[config.mk]
export PLATFORM = sky130hd
export DESIGN_NAME = adaptive_time_step_controller_flat
export DESIGN_NICKNAME = d
export VERILOG_FILES = /design/src/design/atsc_pkg.sv /design/src/design/atsc_if.sv /design/src/design/adaptive_time_step_controller.sv /design/src/flat_wrapper.sv
export SDC_FILE = /design/constraint.sdc
export NUM_CORES = 2
export LEC_CHECK = 0
export ABC_AREA = 0
export BUFFER_PORTS_ARGS = -buffer_cell sky130_fd_sc_hd__clkbuf_2
export CORE_MARGIN = 2
export CORE_UTILIZATION = 40
export CTS_BUF_LIST = sky130_fd_sc_hd__clkbuf_8
export DETAILED_ROUTE_END_ITERATION = 8
export GPL_TIMING_DRIVEN = 0
export MAX_ROUTING_LAYER = met4
export SLEW_MARGIN = 20
export SYNTH_ARGS = -nofsm -noshare
export SYNTH_HDL_FRONTEND = slang
export SYNTH_SLANG_ARGS = --single-unit
[constraint.sdc]
create_clock -name clk -period 21 [get_ports clk]
set_clock_uncertainty 0.15 [all_clocks]
set_input_delay 1.05 -clock clk [delete_from_list [all_inputs] [get_ports clk]]
set_output_delay 1.05 -clock clk [all_outputs]
set_load 0.02 [all_outputs]
[src/design/atsc_pkg.sv]
package atsc_pkg;

    localparam int unsigned DATA_W = 32;
    localparam int unsigned WIDE_W = 64;
    localparam int unsigned ADDR_W = 5;

    localparam logic [1:0] CLAMP_NONE = 2'd0;
    localparam logic [1:0] CLAMP_MAX  = 2'd1;
    localparam logic [1:0] CLAMP_MIN  = 2'd2;

    localparam logic [2:0] REG_SAFETY  = 3'd0;
    localparam logic [2:0] REG_TOL     = 3'd1;
    localparam logic [2:0] REG_SMIN    = 3'd2;
    localparam logic [2:0] REG_SMAX    = 3'd3;
    localparam logic [2:0] REG_ORDER   = 3'd4;
    localparam logic [2:0] REG_MODE    = 3'd5;
    localparam logic [2:0] REG_INIT    = 3'd6;

    localparam logic [31:0] RST_SAFETY = 32'd16777216;
    localparam logic [31:0] RST_TOL    = 32'd167772;
    localparam logic [31:0] RST_SMIN   = 32'd16777;
    localparam logic [31:0] RST_SMAX   = 32'd1677722;
    localparam logic [31:0] RST_INIT   = 32'd167772;

    typedef enum logic [3:0] {
        S_IDLE,
        S_Q1,
        S_Q2,
        S_XMUL,
        S_RSET,
        S_RPOW,
        S_RCMP,
        S_GAIN,
        S_Q3,
        S_GMUL,
        S_FMUL,
        S_CLAMP,
        S_OUT
    } state_t;

endpackage

[src/design/atsc_if.sv]
interface atsc_in_if;
    logic        valid;
    logic        ready;
    logic [31:0] error_estimate;

    modport source (output valid, output error_estimate, input ready);
    modport sink (input valid, input error_estimate, output ready);
endinterface

interface atsc_out_if;
    logic        valid;
    logic        ready;
    logic [31:0] new_step;
    logic [31:0] proposed_step;
    logic [1:0]  clamp_code;

    modport source (output valid, output new_step, output proposed_step, output clamp_code,
                    input ready);
    modport sink (input valid, input new_step, input proposed_step, input clamp_code,
                  output ready);
endinterface

[src/design/adaptive_time_step_controller.sv]
// The work grows from elementary mode with order 1 to predictive mode with order 3; a zero
// error, or a zero previous step in predictive mode, goes straight to the clamp.
// Each quotient comes from a radix-2 restoring divider and each 64-bit product from
// one shared 32x32 multiplier; the 64-bit root search dominates at higher orders.
// One item is in work at a time: a new error is taken only after the last result is accepted.
// Reset (rst_n, asynchronous, low) loads default registers, clears the error history.
module adaptive_time_step_controller (
    input  logic                        clk,
    input  logic                        rst_n,
    input  logic                        psel,
    input  logic                        penable,
    input  logic                        pwrite,
    input  logic [atsc_pkg::ADDR_W-1:0] paddr,
    input  logic [31:0]                 pwdata,
    output logic [31:0]                 prdata,
    output logic                        pready,
    atsc_in_if.sink                     err_in,
    atsc_out_if.source                  step_out
);

    localparam logic [63:0] ONES64 = {64{1'b1}};

    logic [31:0] safety_reg, tol_reg, smin_reg, smax_reg, init_reg;
    logic [1:0]  order_reg;
    logic        mode_reg;
    logic [31:0] cur_reg, prev_reg, perr_reg;
    logic        first_reg;

    atsc_pkg::state_t state_reg, state_next;
    logic [31:0] e_reg, e_next, ep_reg, ep_next;
    logic        pred_reg, pred_next, p1_reg, p1_next, p3_reg, p3_next;
    logic [63:0] x_reg, x_next, y_reg, y_next, g_reg, g_next, t_reg, t_next;
    logic [63:0] pw_reg, pw_next;
    logic [5:0]  bidx_reg, bidx_next;
    logic        more_reg, more_next;
    logic [31:0] prop_reg, prop_next, new_reg, new_next;
    logic [1:0]  code_reg, code_next;
    logic        upd;

    logic [63:0] ma_reg, ma_next, mb_reg, mb_next, acc_reg, acc_next, prod_reg, prod_next;
    logic        sat_reg, sat_next;
    logic [63:0] dvd_reg, dvd_next;
    logic [31:0] rem_reg, rem_next, dv_reg, dv_next;
    logic [5:0]  cnt_reg, cnt_next;

    logic        mul_start, div_start;
    logic [63:0] mul_a, mul_b;
    logic [31:0] div_a, div_b;
    logic        is_mul, is_div, mul_done, div_done;
    logic [63:0] mres;
    logic [1:0]  k;
    logic [31:0] mop_a, mop_b;
    logic [63:0] addend;
    logic [64:0] msum;
    logic [63:0] acc_step;
    logic        sat_step;
    logic [63:0] quo;
    logic [32:0] shifted;
    logic        ge;
    logic [63:0] cand;
    logic        cfg_wr;
    logic [2:0]  cfg_idx;

    assign pready  = 1'b1;
    assign cfg_wr  = psel && penable && pwrite;
    assign cfg_idx = paddr[4:2];

    always_comb
    begin
        unique case (cfg_idx)
            atsc_pkg::REG_SAFETY: prdata = safety_reg;
            atsc_pkg::REG_TOL:    prdata = tol_reg;
            atsc_pkg::REG_SMIN:   prdata = smin_reg;
            atsc_pkg::REG_SMAX:   prdata = smax_reg;
            atsc_pkg::REG_ORDER:  prdata = {30'd0, order_reg};
            atsc_pkg::REG_MODE:   prdata = {31'd0, mode_reg};
            atsc_pkg::REG_INIT:   prdata = init_reg;
            default:              prdata = 32'd0;
        endcase
    end

    // Shared unit: 64-bit fractional multiply with saturation, and restoring divider.
    assign is_mul = (state_reg == atsc_pkg::S_XMUL) || (state_reg == atsc_pkg::S_RPOW) ||
                    (state_reg == atsc_pkg::S_GAIN) || (state_reg == atsc_pkg::S_GMUL) ||
                    (state_reg == atsc_pkg::S_FMUL);
    assign is_div = (state_reg == atsc_pkg::S_Q1) || (state_reg == atsc_pkg::S_Q2) ||
                    (state_reg == atsc_pkg::S_Q3);
    assign k       = cnt_reg[2:1];
    assign mop_a   = k[1] ? ma_reg[31:0] : ma_reg[63:32];
    assign mop_b   = k[0] ? mb_reg[31:0] : mb_reg[63:32];
    assign addend  = (k == 2'd3) ? {32'd0, prod_reg[63:32]} : prod_reg;
    assign msum    = {1'b0, acc_reg} + {1'b0, addend};
    assign shifted = {rem_reg, dvd_reg[63]};
    assign ge      = shifted >= {1'b0, dv_reg};
    assign quo     = {dvd_reg[62:0], ge};

    always_comb
    begin
        if (k == 2'd0)
        begin
            acc_step = {prod_reg[31:0], 32'd0};
            sat_step = |prod_reg[63:32];
        end
        else
        begin
            acc_step = msum[63:0];
            sat_step = sat_reg | msum[64];
        end
    end

    always_comb
    begin
        ma_next   = ma_reg;
        mb_next   = mb_reg;
        acc_next  = acc_reg;
        sat_next  = sat_reg;
        prod_next = prod_reg;
        dvd_next  = dvd_reg;
        rem_next  = rem_reg;
        dv_next   = dv_reg;
        cnt_next  = cnt_reg;
        if (mul_start)
        begin
            ma_next  = mul_a;
            mb_next  = mul_b;
            sat_next = 1'b0;
            cnt_next = 6'd0;
        end
        else if (div_start)
        begin
            dvd_next = {div_a, 32'd0};
            rem_next = 32'd0;
            dv_next  = div_b;
            cnt_next = 6'd0;
        end
        else if (is_mul)
        begin
            cnt_next = cnt_reg + 6'd1;
            if (!cnt_reg[0])
            begin
                prod_next = {32'd0, mop_a} * {32'd0, mop_b};
            end
            else
            begin
                acc_next = acc_step;
                sat_next = sat_step;
            end
        end
        else if (is_div)
        begin
            cnt_next = cnt_reg + 6'd1;
            rem_next = ge ? 32'(shifted - {1'b0, dv_reg}) : shifted[31:0];
            dvd_next = quo;
        end
    end

    assign mul_done = is_mul && (cnt_reg[2:0] == 3'd7);
    assign div_done = is_div && (cnt_reg == 6'd63);
    assign mres     = sat_step ? ONES64 : acc_step;
    assign cand     = y_reg | (64'd1 << bidx_reg);

    always_comb
    begin
        state_next = state_reg;
        e_next     = e_reg;
        ep_next    = ep_reg;
        pred_next  = pred_reg;
        p1_next    = p1_reg;
        p3_next    = p3_reg;
        x_next     = x_reg;
        y_next     = y_reg;
        g_next     = g_reg;
        t_next     = t_reg;
        pw_next    = pw_reg;
        bidx_next  = bidx_reg;
        more_next  = more_reg;
        prop_next  = prop_reg;
        new_next   = new_reg;
        code_next  = code_reg;
        upd        = 1'b0;
        mul_start  = 1'b0;
        div_start  = 1'b0;
        mul_a      = ma_reg;
        mul_b      = mb_reg;
        div_a      = tol_reg;
        div_b      = e_reg;
        unique case (state_reg)
            atsc_pkg::S_IDLE:
            begin
                if (err_in.valid)
                begin
                    e_next    = err_in.error_estimate;
                    ep_next   = first_reg ? err_in.error_estimate : perr_reg;
                    pred_next = !mode_reg;
                    p1_next   = order_reg[1] == 1'b0;
                    p3_next   = order_reg == 2'd3;
                    if ((err_in.error_estimate == 32'd0) || (!mode_reg && prev_reg == 32'd0))
                    begin
                        prop_next  = 32'hFFFF_FFFF;
                        state_next = atsc_pkg::S_CLAMP;
                    end
                    else
                    begin
                        div_start  = 1'b1;
                        div_a      = tol_reg;
                        div_b      = err_in.error_estimate;
                        state_next = atsc_pkg::S_Q1;
                    end
                end
            end
            atsc_pkg::S_Q1:
            begin
                if (div_done)
                begin
                    if (pred_reg)
                    begin
                        t_next     = quo;
                        div_start  = 1'b1;
                        div_a      = ep_reg;
                        div_b      = e_reg;
                        state_next = atsc_pkg::S_Q2;
                    end
                    else
                    begin
                        x_next     = quo;
                        y_next     = 64'd0;
                        bidx_next  = 6'd63;
                        state_next = atsc_pkg::S_RSET;
                    end
                end
            end
            atsc_pkg::S_Q2:
            begin
                if (div_done)
                begin
                    mul_start  = 1'b1;
                    mul_a      = t_reg;
                    mul_b      = quo;
                    state_next = atsc_pkg::S_XMUL;
                end
            end
            atsc_pkg::S_XMUL:
            begin
                if (mul_done)
                begin
                    x_next     = mres;
                    y_next     = 64'd0;
                    bidx_next  = 6'd63;
                    state_next = atsc_pkg::S_RSET;
                end
            end
            atsc_pkg::S_RSET:
            begin
                t_next = cand;
                if (p1_reg)
                begin
                    pw_next    = cand;
                    state_next = atsc_pkg::S_RCMP;
                end
                else
                begin
                    mul_start  = 1'b1;
                    mul_a      = cand;
                    mul_b      = cand;
                    more_next  = p3_reg;
                    state_next = atsc_pkg::S_RPOW;
                end
            end
            atsc_pkg::S_RPOW:
            begin
                if (mul_done)
                begin
                    if (more_reg)
                    begin
                        more_next = 1'b0;
                        mul_start = 1'b1;
                        mul_a     = mres;
                        mul_b     = t_reg;
                    end
                    else
                    begin
                        pw_next    = mres;
                        state_next = atsc_pkg::S_RCMP;
                    end
                end
            end
            atsc_pkg::S_RCMP:
            begin
                if (pw_reg <= x_reg)
                begin
                    y_next = t_reg;
                end
                if (bidx_reg == 6'd0)
                begin
                    mul_start  = 1'b1;
                    mul_a      = {16'd0, safety_reg, 16'd0};
                    mul_b      = {32'd0, cur_reg};
                    state_next = atsc_pkg::S_GAIN;
                end
                else
                begin
                    bidx_next  = bidx_reg - 6'd1;
                    state_next = atsc_pkg::S_RSET;
                end
            end
            atsc_pkg::S_GAIN:
            begin
                if (mul_done)
                begin
                    g_next = mres;
                    if (pred_reg)
                    begin
                        div_start  = 1'b1;
                        div_a      = cur_reg;
                        div_b      = prev_reg;
                        state_next = atsc_pkg::S_Q3;
                    end
                    else
                    begin
                        mul_start  = 1'b1;
                        mul_a      = mres;
                        mul_b      = y_reg;
                        state_next = atsc_pkg::S_FMUL;
                    end
                end
            end
            atsc_pkg::S_Q3:
            begin
                if (div_done)
                begin
                    mul_start  = 1'b1;
                    mul_a      = g_reg;
                    mul_b      = quo;
                    state_next = atsc_pkg::S_GMUL;
                end
            end
            atsc_pkg::S_GMUL:
            begin
                if (mul_done)
                begin
                    mul_start  = 1'b1;
                    mul_a      = mres;
                    mul_b      = y_reg;
                    state_next = atsc_pkg::S_FMUL;
                end
            end
            atsc_pkg::S_FMUL:
            begin
                if (mul_done)
                begin
                    prop_next  = (mres[63:40] != 24'd0) ? 32'hFFFF_FFFF : mres[39:8];
                    state_next = atsc_pkg::S_CLAMP;
                end
            end
            atsc_pkg::S_CLAMP:
            begin
                priority if (prop_reg > smax_reg)
                begin
                    new_next  = smax_reg;
                    code_next = atsc_pkg::CLAMP_MAX;
                end
                else if (prop_reg < smin_reg)
                begin
                    new_next  = smin_reg;
                    code_next = atsc_pkg::CLAMP_MIN;
                end
                else
                begin
                    new_next  = prop_reg;
                    code_next = atsc_pkg::CLAMP_NONE;
                end
                upd        = 1'b1;
                state_next = atsc_pkg::S_OUT;
            end
            atsc_pkg::S_OUT:
            begin
                if (step_out.ready)
                begin
                    state_next = atsc_pkg::S_IDLE;
                end
            end
            default:
            begin
                state_next = atsc_pkg::S_IDLE;
            end
        endcase
    end

    assign err_in.ready           = state_reg == atsc_pkg::S_IDLE;
    assign step_out.valid         = state_reg == atsc_pkg::S_OUT;
    assign step_out.new_step      = new_reg;
    assign step_out.proposed_step = prop_reg;
    assign step_out.clamp_code    = code_reg;

    always_ff @(posedge clk or negedge rst_n)
    begin
        if (!rst_n)
        begin
            state_reg  <= atsc_pkg::S_IDLE;
            safety_reg <= atsc_pkg::RST_SAFETY;
            tol_reg    <= atsc_pkg::RST_TOL;
            smin_reg   <= atsc_pkg::RST_SMIN;
            smax_reg   <= atsc_pkg::RST_SMAX;
            order_reg  <= 2'd1;
            mode_reg   <= 1'b0;
            init_reg   <= atsc_pkg::RST_INIT;
            cur_reg    <= atsc_pkg::RST_INIT;
            prev_reg   <= atsc_pkg::RST_INIT;
            perr_reg   <= 32'd0;
            first_reg  <= 1'b1;
        end
        else
        begin
            state_reg <= state_next;
            if (upd)
            begin
                perr_reg  <= e_reg;
                first_reg <= 1'b0;
                prev_reg  <= cur_reg;
                cur_reg   <= new_next;
            end
            if (cfg_wr)
            begin
                unique case (cfg_idx)
                    atsc_pkg::REG_SAFETY: safety_reg <= pwdata;
                    atsc_pkg::REG_TOL:    tol_reg    <= pwdata;
                    atsc_pkg::REG_SMIN:   smin_reg   <= pwdata;
                    atsc_pkg::REG_SMAX:   smax_reg   <= pwdata;
                    atsc_pkg::REG_ORDER:  order_reg  <= pwdata[1:0];
                    atsc_pkg::REG_MODE:   mode_reg   <= pwdata[0];
                    atsc_pkg::REG_INIT:
                    begin
                        init_reg <= pwdata;
                        cur_reg  <= pwdata;
                        prev_reg <= pwdata;
                    end
                    default:
                    begin
                    end
                endcase
            end
        end
    end

    always_ff @(posedge clk)
    begin
        e_reg    <= e_next;
        ep_reg   <= ep_next;
        pred_reg <= pred_next;
        p1_reg   <= p1_next;
        p3_reg   <= p3_next;
        x_reg    <= x_next;
        y_reg    <= y_next;
        g_reg    <= g_next;
        t_reg    <= t_next;
        pw_reg   <= pw_next;
        bidx_reg <= bidx_next;
        more_reg <= more_next;
        prop_reg <= prop_next;
        new_reg  <= new_next;
        code_reg <= code_next;
        ma_reg   <= ma_next;
        mb_reg   <= mb_next;
        acc_reg  <= acc_next;
        sat_reg  <= sat_next;
        prod_reg <= prod_next;
        dvd_reg  <= dvd_next;
        rem_reg  <= rem_next;
        dv_reg   <= dv_next;
        cnt_reg  <= cnt_next;
    end

    a_no_overlap: assert property (@(posedge clk) disable iff (!rst_n)
        !(err_in.ready && step_out.valid))
        else $error("input accepted while a result is pending");

    a_max_code: assert property (@(posedge clk) disable iff (!rst_n)
        step_out.valid && (step_out.clamp_code == atsc_pkg::CLAMP_MAX) |->
        (step_out.new_step == smax_reg) && (step_out.proposed_step > smax_reg))
        else $error("maximum clamp does not match limit");

    a_none_code: assert property (@(posedge clk) disable iff (!rst_n)
        step_out.valid && (step_out.clamp_code == atsc_pkg::CLAMP_NONE) |->
        step_out.new_step == step_out.proposed_step)
        else $error("unclamped result differs from proposal");

    a_step_update: assert property (@(posedge clk) disable iff (!rst_n)
        state_reg == atsc_pkg::S_CLAMP |=> (cur_reg == new_reg) && !first_reg)
        else $error("current step not advanced");

endmodule
[src/flat_wrapper.sv]
// flat-port wrapper written by rule: the top's interface ports become plain ports
module adaptive_time_step_controller_flat 
  (clk, rst_n, psel, penable, pwrite, paddr, pwdata, prdata, pready, err_in_valid, err_in_error_estimate, err_in_ready, step_out_valid, step_out_new_step, step_out_proposed_step, step_out_clamp_code, step_out_ready);
  atsc_in_if err_in_i ();
  atsc_out_if step_out_i ();
  input  logic clk;
  input  logic rst_n;
  input  logic psel;
  input  logic penable;
  input  logic pwrite;
  input  logic [atsc_pkg::ADDR_W-1:0] paddr;
  input  logic [31:0] pwdata;
  output logic [31:0] prdata;
  output logic pready;
  input wire logic [$bits(err_in_i.valid)-1:0] err_in_valid;
  input wire logic [$bits(err_in_i.error_estimate)-1:0] err_in_error_estimate;
  output wire logic [$bits(err_in_i.ready)-1:0] err_in_ready;
  output wire logic [$bits(step_out_i.valid)-1:0] step_out_valid;
  output wire logic [$bits(step_out_i.new_step)-1:0] step_out_new_step;
  output wire logic [$bits(step_out_i.proposed_step)-1:0] step_out_proposed_step;
  output wire logic [$bits(step_out_i.clamp_code)-1:0] step_out_clamp_code;
  input wire logic [$bits(step_out_i.ready)-1:0] step_out_ready;
  assign err_in_i.valid = err_in_valid;
  assign err_in_i.error_estimate = err_in_error_estimate;
  assign err_in_ready = err_in_i.ready;
  assign step_out_valid = step_out_i.valid;
  assign step_out_new_step = step_out_i.new_step;
  assign step_out_proposed_step = step_out_i.proposed_step;
  assign step_out_clamp_code = step_out_i.clamp_code;
  assign step_out_i.ready = step_out_ready;
  adaptive_time_step_controller u_core (.clk(clk), .rst_n(rst_n), .psel(psel), .penable(penable), .pwrite(pwrite), .paddr(paddr), .pwdata(pwdata), .prdata(prdata), .pready(pready), .err_in(err_in_i), .step_out(step_out_i));
endmodule
======== Yosys cells after proc, flatten, opt, wreduce, memory -nomap -nowiden ========
Index checks and enable logic that the tools add are counted.
operators by class
  add/sub/neg operators ................... 4
  multiply operators ...................... 1
  magnitude comparators ................... 4
  equal/unequal tests ..................... 45
  shifts and indexed selects .............. 1
  multiplexer cells ....................... 115
  bitwise gates (word level) .............. 6
  reduce and logical (&&, ||, !) cells .... 56
operators with widths
  cell                                               number
  two-way mux 64 bit                                 33
  two-way mux 32 bit                                 27
  one-hot mux 64 bit (7 select lines)                1
  one-hot mux 64 bit (2 select lines)                3
  one-hot mux 64 bit (6 select lines)                1
  one-hot mux 32 bit (7 select lines)                1
  one-hot mux 32 bit (2 select lines)                3
  one-hot mux 64 bit (3 select lines)                1
  adder 64 x 64 -> 65 bit                            1
  less-or-equal comparator 64 bit                    1
  zero test 32 bit                                   2
  multiplier 32 x 32 -> 64 bit                       1
  OR 64 bit                                          1
  << shifter 1 x 6 -> 64 bit (first input constant)  1
  one-hot mux 4 bit (13 select lines)                1
  two-way mux 4 bit                                  12
  two-way mux 6 bit                                  6
  != test 2 x 1 -> 1 bit (second input constant)     17
  greater-or-equal comparator 33 x 32 -> 1 bit       1
  > comparator 32 bit                                1
  less-than comparator 32 bit                        1
  OR reduction 32 bit                                1
  subtractor 32 bit                                  1
  nonzero test 24 bit                                1
  39 further kinds                                   113
storage, ports and cells
  flip-flop bits (word level) ............. 1,115
  bits of input ports ..................... 76
  output and inout bits ................... 101
  logic and storage cells ................. 269

======== Depth between registers and ports, before layout ========
  word-level depth ........................ 10
  depth in mapped cells ................... 35
  mapped depth without buffers ............ 30

======== Worst setup path after synthesis ========
OpenSTA, ideal clock, no wires.
  path kind ............................... register to register
  start ................................... register u_core.state_reg[3]
  end ..................................... register u_core.dvd_reg[0], enable pin
  library setup time ...................... 1,433 ps
  data arrival time ....................... 10,773 ps
  required time ........................... 19,417 ps
  path slack .............................. 8,644 ps
  stages on the path, launching flop included .. 6
  buffers on the path ..................... 1
  clock period less this slack ............ 12,356 ps
  cell sequence ........................... dfrtp_1 -> clkbuf_1 -> xor2_1 -> nand2_1 -> o211ai_1 -> o21ai_0
on the way
  longest elaborated chain between the ends .. 10
  elaborated cells on any way between the ends .. 32
  classes of those cells .................. eq/ne: 11; mux: 8; bitwise: 1; reduce/logical: 12
RTL lines
  what                                                                                      RTL line                                                                                                          source
  from (decl)                                                                               adaptive_time_step_controller.sv:29                                                                               atsc_pkg::state_t state_reg, state_next;
  from (signal assigned)                                                                    adaptive_time_step_controller.sv:399                                                                              state_reg <= atsc_pkg::S_IDLE;
  from (signal assigned)                                                                    adaptive_time_step_controller.sv:414                                                                              state_reg <= state_next;
  == test 4 x 2 -> 1 bit or == test 4 x 3 -> 1 bit (tied branches)                          adaptive_time_step_controller.sv:83, adaptive_time_step_controller.sv:187
  logical OR 1 bit (2 in a row)                                                             adaptive_time_step_controller.sv:83                                                                               assign is_mul = (state_reg == atsc_pkg::S_XMUL) || (state_reg == atsc_pkg::S_RPOW) ||
  logical OR 1 bit (2 in a row)                                                             adaptive_time_step_controller.sv:84                                                                               (state_reg == atsc_pkg::S_GAIN) || (state_reg == atsc_pkg::S_GMUL) ||
  logical AND 1 bit                                                                         adaptive_time_step_controller.sv:157                                                                              assign mul_done = is_mul && (cnt_reg[2:0] == 3'd7);
  two-way mux 1 bit, on equally long branches                                               adaptive_time_step_controller.sv:308, adaptive_time_step_controller.sv:271, adaptive_time_step_controller.sv:339
  one-hot mux 1 bit (3 select lines) or one-hot mux 1 bit (6 select lines) (tied branches)  adaptive_time_step_controller.sv:187                                                                              unique case (state_reg)
  != test 2 x 1 -> 1 bit (no line) (tied with other cells)                                  --
  AND reduction 3 bit (no line) (*)                                                         --
  to (signal assigned)                                                                      adaptive_time_step_controller.sv:467                                                                              dvd_reg <= dvd_next;
  to (decl)                                                                                 adaptive_time_step_controller.sv:42                                                                               logic [63:0] dvd_reg, dvd_next;
Every way passes the cells marked *; elsewhere a longest branch is shown, timed or not.
A chain may end at the register's enable or synchronous reset.

======== Worst setup path after layout ========
  start ................................... register u_core.cnt_reg[2]
  end ..................................... register u_core.prod_reg[60] (data pin)
on the way
  longest elaborated chain between the ends .. 2
RTL lines
  what                          RTL line                              source
  from (decl)                   adaptive_time_step_controller.sv:44   logic [5:0] cnt_reg, cnt_next;
  from (signal assigned)        adaptive_time_step_controller.sv:470  cnt_reg <= cnt_next;
  two-way mux 32 bit            adaptive_time_step_controller.sv:89   assign mop_a = k[1] ? ma_reg[31:0] : ma_reg[63:32];
  multiplier 32 x 32 -> 64 bit  adaptive_time_step_controller.sv:141  prod_next = {32'd0, mop_a} * {32'd0, mop_b};
  to (signal assigned)          adaptive_time_step_controller.sv:466  prod_reg <= prod_next;
  to (decl)                     adaptive_time_step_controller.sv:40   logic [63:0] ma_reg, ma_next, mb_reg, mb_next, acc_reg, acc_next, prod_reg, prod_next;
Every way passes these cells.

==> flow_summary.toml <==
[grt]
antenna_found_initial = 42
grt_pass1_wl_um = 600600
first_global_vias = 77430
grtUsageTotal_pct = 38.23
grt_overflow_total = 0
grt_max_degree = 83

[critical_path]
critPathMaxFanout = 10
critical-path-slowest-cell = "clkbuf_1"
cp-end-kind = "flop"
arrival_ps = 13290
slowest_delay_ps = 950
critPathTopFamily = "adder cells"
crit_buf_inv = 7
startpoint_type = "flop"
crit_cells = 29
crit_type = "reg -> reg"
critical_path_required_ps = 21580
crit_top_cell = "fa_1"
ff2ff_path_depth = 29

[placed_design]
gp_congestion = 1.095
io_buffers = 173
dp_hpwl_um = 356100
place_worst_setup_slack_ps = 8569

[flow_run]
drv_cap = 0

[timing]
setup_slack_ps = 8292
finalHoldViolations = 0
fmax_mhz = 78.69
rsz0062_at_grt = "no"
slew_headroom_pct = 12.59
final.min_clock_period_ps = 12710
setup_viol = 0
worstMarginPinSlew_ps = 1311
drv_slew = 0
post-route-period-util_pct = 60.51

[run_status]
failed_checks = "DRC"
status = "complete, but fails checks"

[logic_synthesis]
synth_xor_area_share_pct = 1.290
synthAdderAreaFrac_pct = 26.35
syn_area_um2 = 91650
yosys-top-cells-area = "edfxtp_1 (27%), fa_1 (20%), ha_1 (6.7%)"
netlist_instances = 9378
synth-compound-area-share_pct = 12.03
avgSynthCellArea_um2 = 9.773
yosys_warnings = 0
synth_top_family_by_area = "adder cells"
synth_simple_gate_area_share_pct = 14.13
synth_edf_count = 812
synth_mux_area_share_pct = 4.542
synth_top_area_cell = "edfxtp_1"
seq_area_frac_synth_pct = 34.74
synthArstFlopShare_pct = 23.68
ys_ff_latch = 1115
ys.flop_type = "edfxtp_1"
yosys.area.top_type_share_pct = 26.60
synthDistinctLibCells = 105
synth_fp_nets = 10850

[finish]
drive_above_1_share_pct = 10.91
multi_input_area_um2 = 53870
fillers = 21920
finalNetCount = 11310
seqCellArea_um2 = 31840
final_core_util_pct = 45.01
area_growth_pct = 11.72

[clock_tree]
clk_pin_slew_ps = 60
cts_tree = "built"
cts_max_path_buffers = 3
cts_sinks = 1115
htreeDepth = 4
clk_latency_ps = 1020
numCtsBuffers = 202
cts_root_buf = "clkbuf_8"

[floorplanning]
ios = 177
core_area_um2 = 227500
die_w_um = 482.7
die_h_um = 482.7
die-area_um2 = 233000
start_util_pct = 40.29
fp-row-count = 175

[min_path]
hold_depth = 1
hold_class = "in -> reg"

[drt]
first_iter_violations = 10450
ant_nets = 0
drc = 9
first_pass_iters = 9
dr_total_vias = 78380
wl_per_cell_um = 33.54
drt_wl_total_um = 437900
viasPerCell = 6.003
## final timing paths
path                                                  from                              end  slack, ps
setup / recovery            u_core.cnt_reg[2]$_SDFFE_PN0P_    u_core.prod_reg[60]$_DFFE_PP_       8290
hold / removal                   err_in_error_estimate[27]       u_core.e_reg[27]$_DFFE_PP_        140
setup reg to reg            u_core.cnt_reg[2]$_SDFFE_PN0P_    u_core.prod_reg[60]$_DFFE_PP_       8290
hold reg to reg            u_core.init_reg[11]$_DFFE_PN1P_  u_core.init_reg[11]$_DFFE_PN1P_        310
max in group asynchronous                            rst_n   u_core.tol_reg[11]$_DFFE_PN1P_      19050
min in group asynchronous                            rst_n  u_core.perr_reg[24]$_DFFE_PN0P_        360
## cells by family after synthesis
group,count (synthesis)
AND/OR/NAND/NOR,2990
AO/OA/AOI/OAI,1701
buffers and inverters,1665
adder cells (fa/ha/maj),1391
flip-flops,1115
multiplexers,380
XOR/XNOR,135
other,1
## cells in the final DEF (no fill, tap or decap), types with 39 or more instances in the layout
cell type,synthesis,layout
nand4_1,76,76
a21oi_1,507,505
nor3_1,116,108
mux2i_1,120,86
a21o_1,164,164
dfxtp_1,39,39
a222oi_1,71,71
clkbuf_8,0,227
o21ai_0,377,371
nor2_1,1150,1145
dfrtp_1,205,205
xnor2_1,85,85
and2_1,60,60
nand2_1,1154,1154
inv_1,1139,1202
clkbuf_1,449,405
a31oi_1,68,68
mux2_2,257,257
clkbuf_2,1,217
nor2b_1,56,56
a22oi_1,122,122
ha_1,493,493
nand2b_1,42,42
xor2_1,50,50
and3_1,149,147
o21a_1,44,44
edfxtp_1,812,812
dfstp_2,59,59
nand3_1,43,43
fa_1,898,898
clkinv_1,1,41
buf_1,41,40
## synthesized netlist by cell type (37+ instances only)
master       n
nor3_1     116
o21ai_0    377
nor4_1      37
and2_1      60
xor2_1      50
a31oi_1     68
nor2b_1     56
nand2b_1    42
mux2_2     257
xnor2_1     85
nor2_1    1150
nand4_1     76
dfxtp_1     39
dfstp_2     59
mux2i_1    120
a22oi_1    122
a21o_1     164
a21oi_1    507
nand2_1   1154
and3_1     149
fa_1       898
o21a_1      44
edfxtp_1   812
nand3_1     43
dfrtp_1    205
o22ai_1     37
ha_1       493
inv_1     1139
clkbuf_1   449
a222oi_1    71
buf_1       41
## per-stage QoR
| stage | cell area (µm²) | setup TNS, ps | hold WS (ps) | cells |
|---|---|---|---|---|
| floorplan | 91650 | 0 | 289.4 | 9378 |
| global placement | 96280 | -354330 | 288.3 | 12560 |
| detailed placement | 98030 | 0 | 294.4 | 12640 |
| CTS | 102300 | 0 | 53.08 | 13030 |
| global route | 102400 | 0 | 68.18 | 13050 |
| finish | 102400 | 0 | 141.6 | 13060 |
## timing repair
item | CTS | global route
endpoints found under the hold margin | 28 | 0
endpoints found under the setup margin | 0 | 0
gates resized for setup | 0 | 0
hold buffers | 1 | 0
buffers inserted | 0 | 0
## area by class of cell
cell class	count	area share [%]
antenna	30	0.07332
buffer	525	2.069
clock buffer	226	3.038
clock inverter	155	1.124
inverter	1140	4.181
multi-input combinational	6598	52.61
sequential	1115	31.10
tap	3009	3.677
timing repair buffer	258	2.125
## metal layers
| metal | vias to the layer above | wire length, µm | global-route usage (%) |
|---|---|---|---|
| met5 | - | 0 | - |
| met4 | 0 | 38680 | 27.55 |
| met1 | 39660 | 161700 | 45.23 |
| met3 | 1141 | 41510 | 7.953 |
| met2 | 4847 | 196000 | 57.94 |
| li1 | 32730 | - | - |
Power is left out: the tool's default activity adds up to more than one toggle a clock period on the data nets, which glitch-free logic cannot reach.
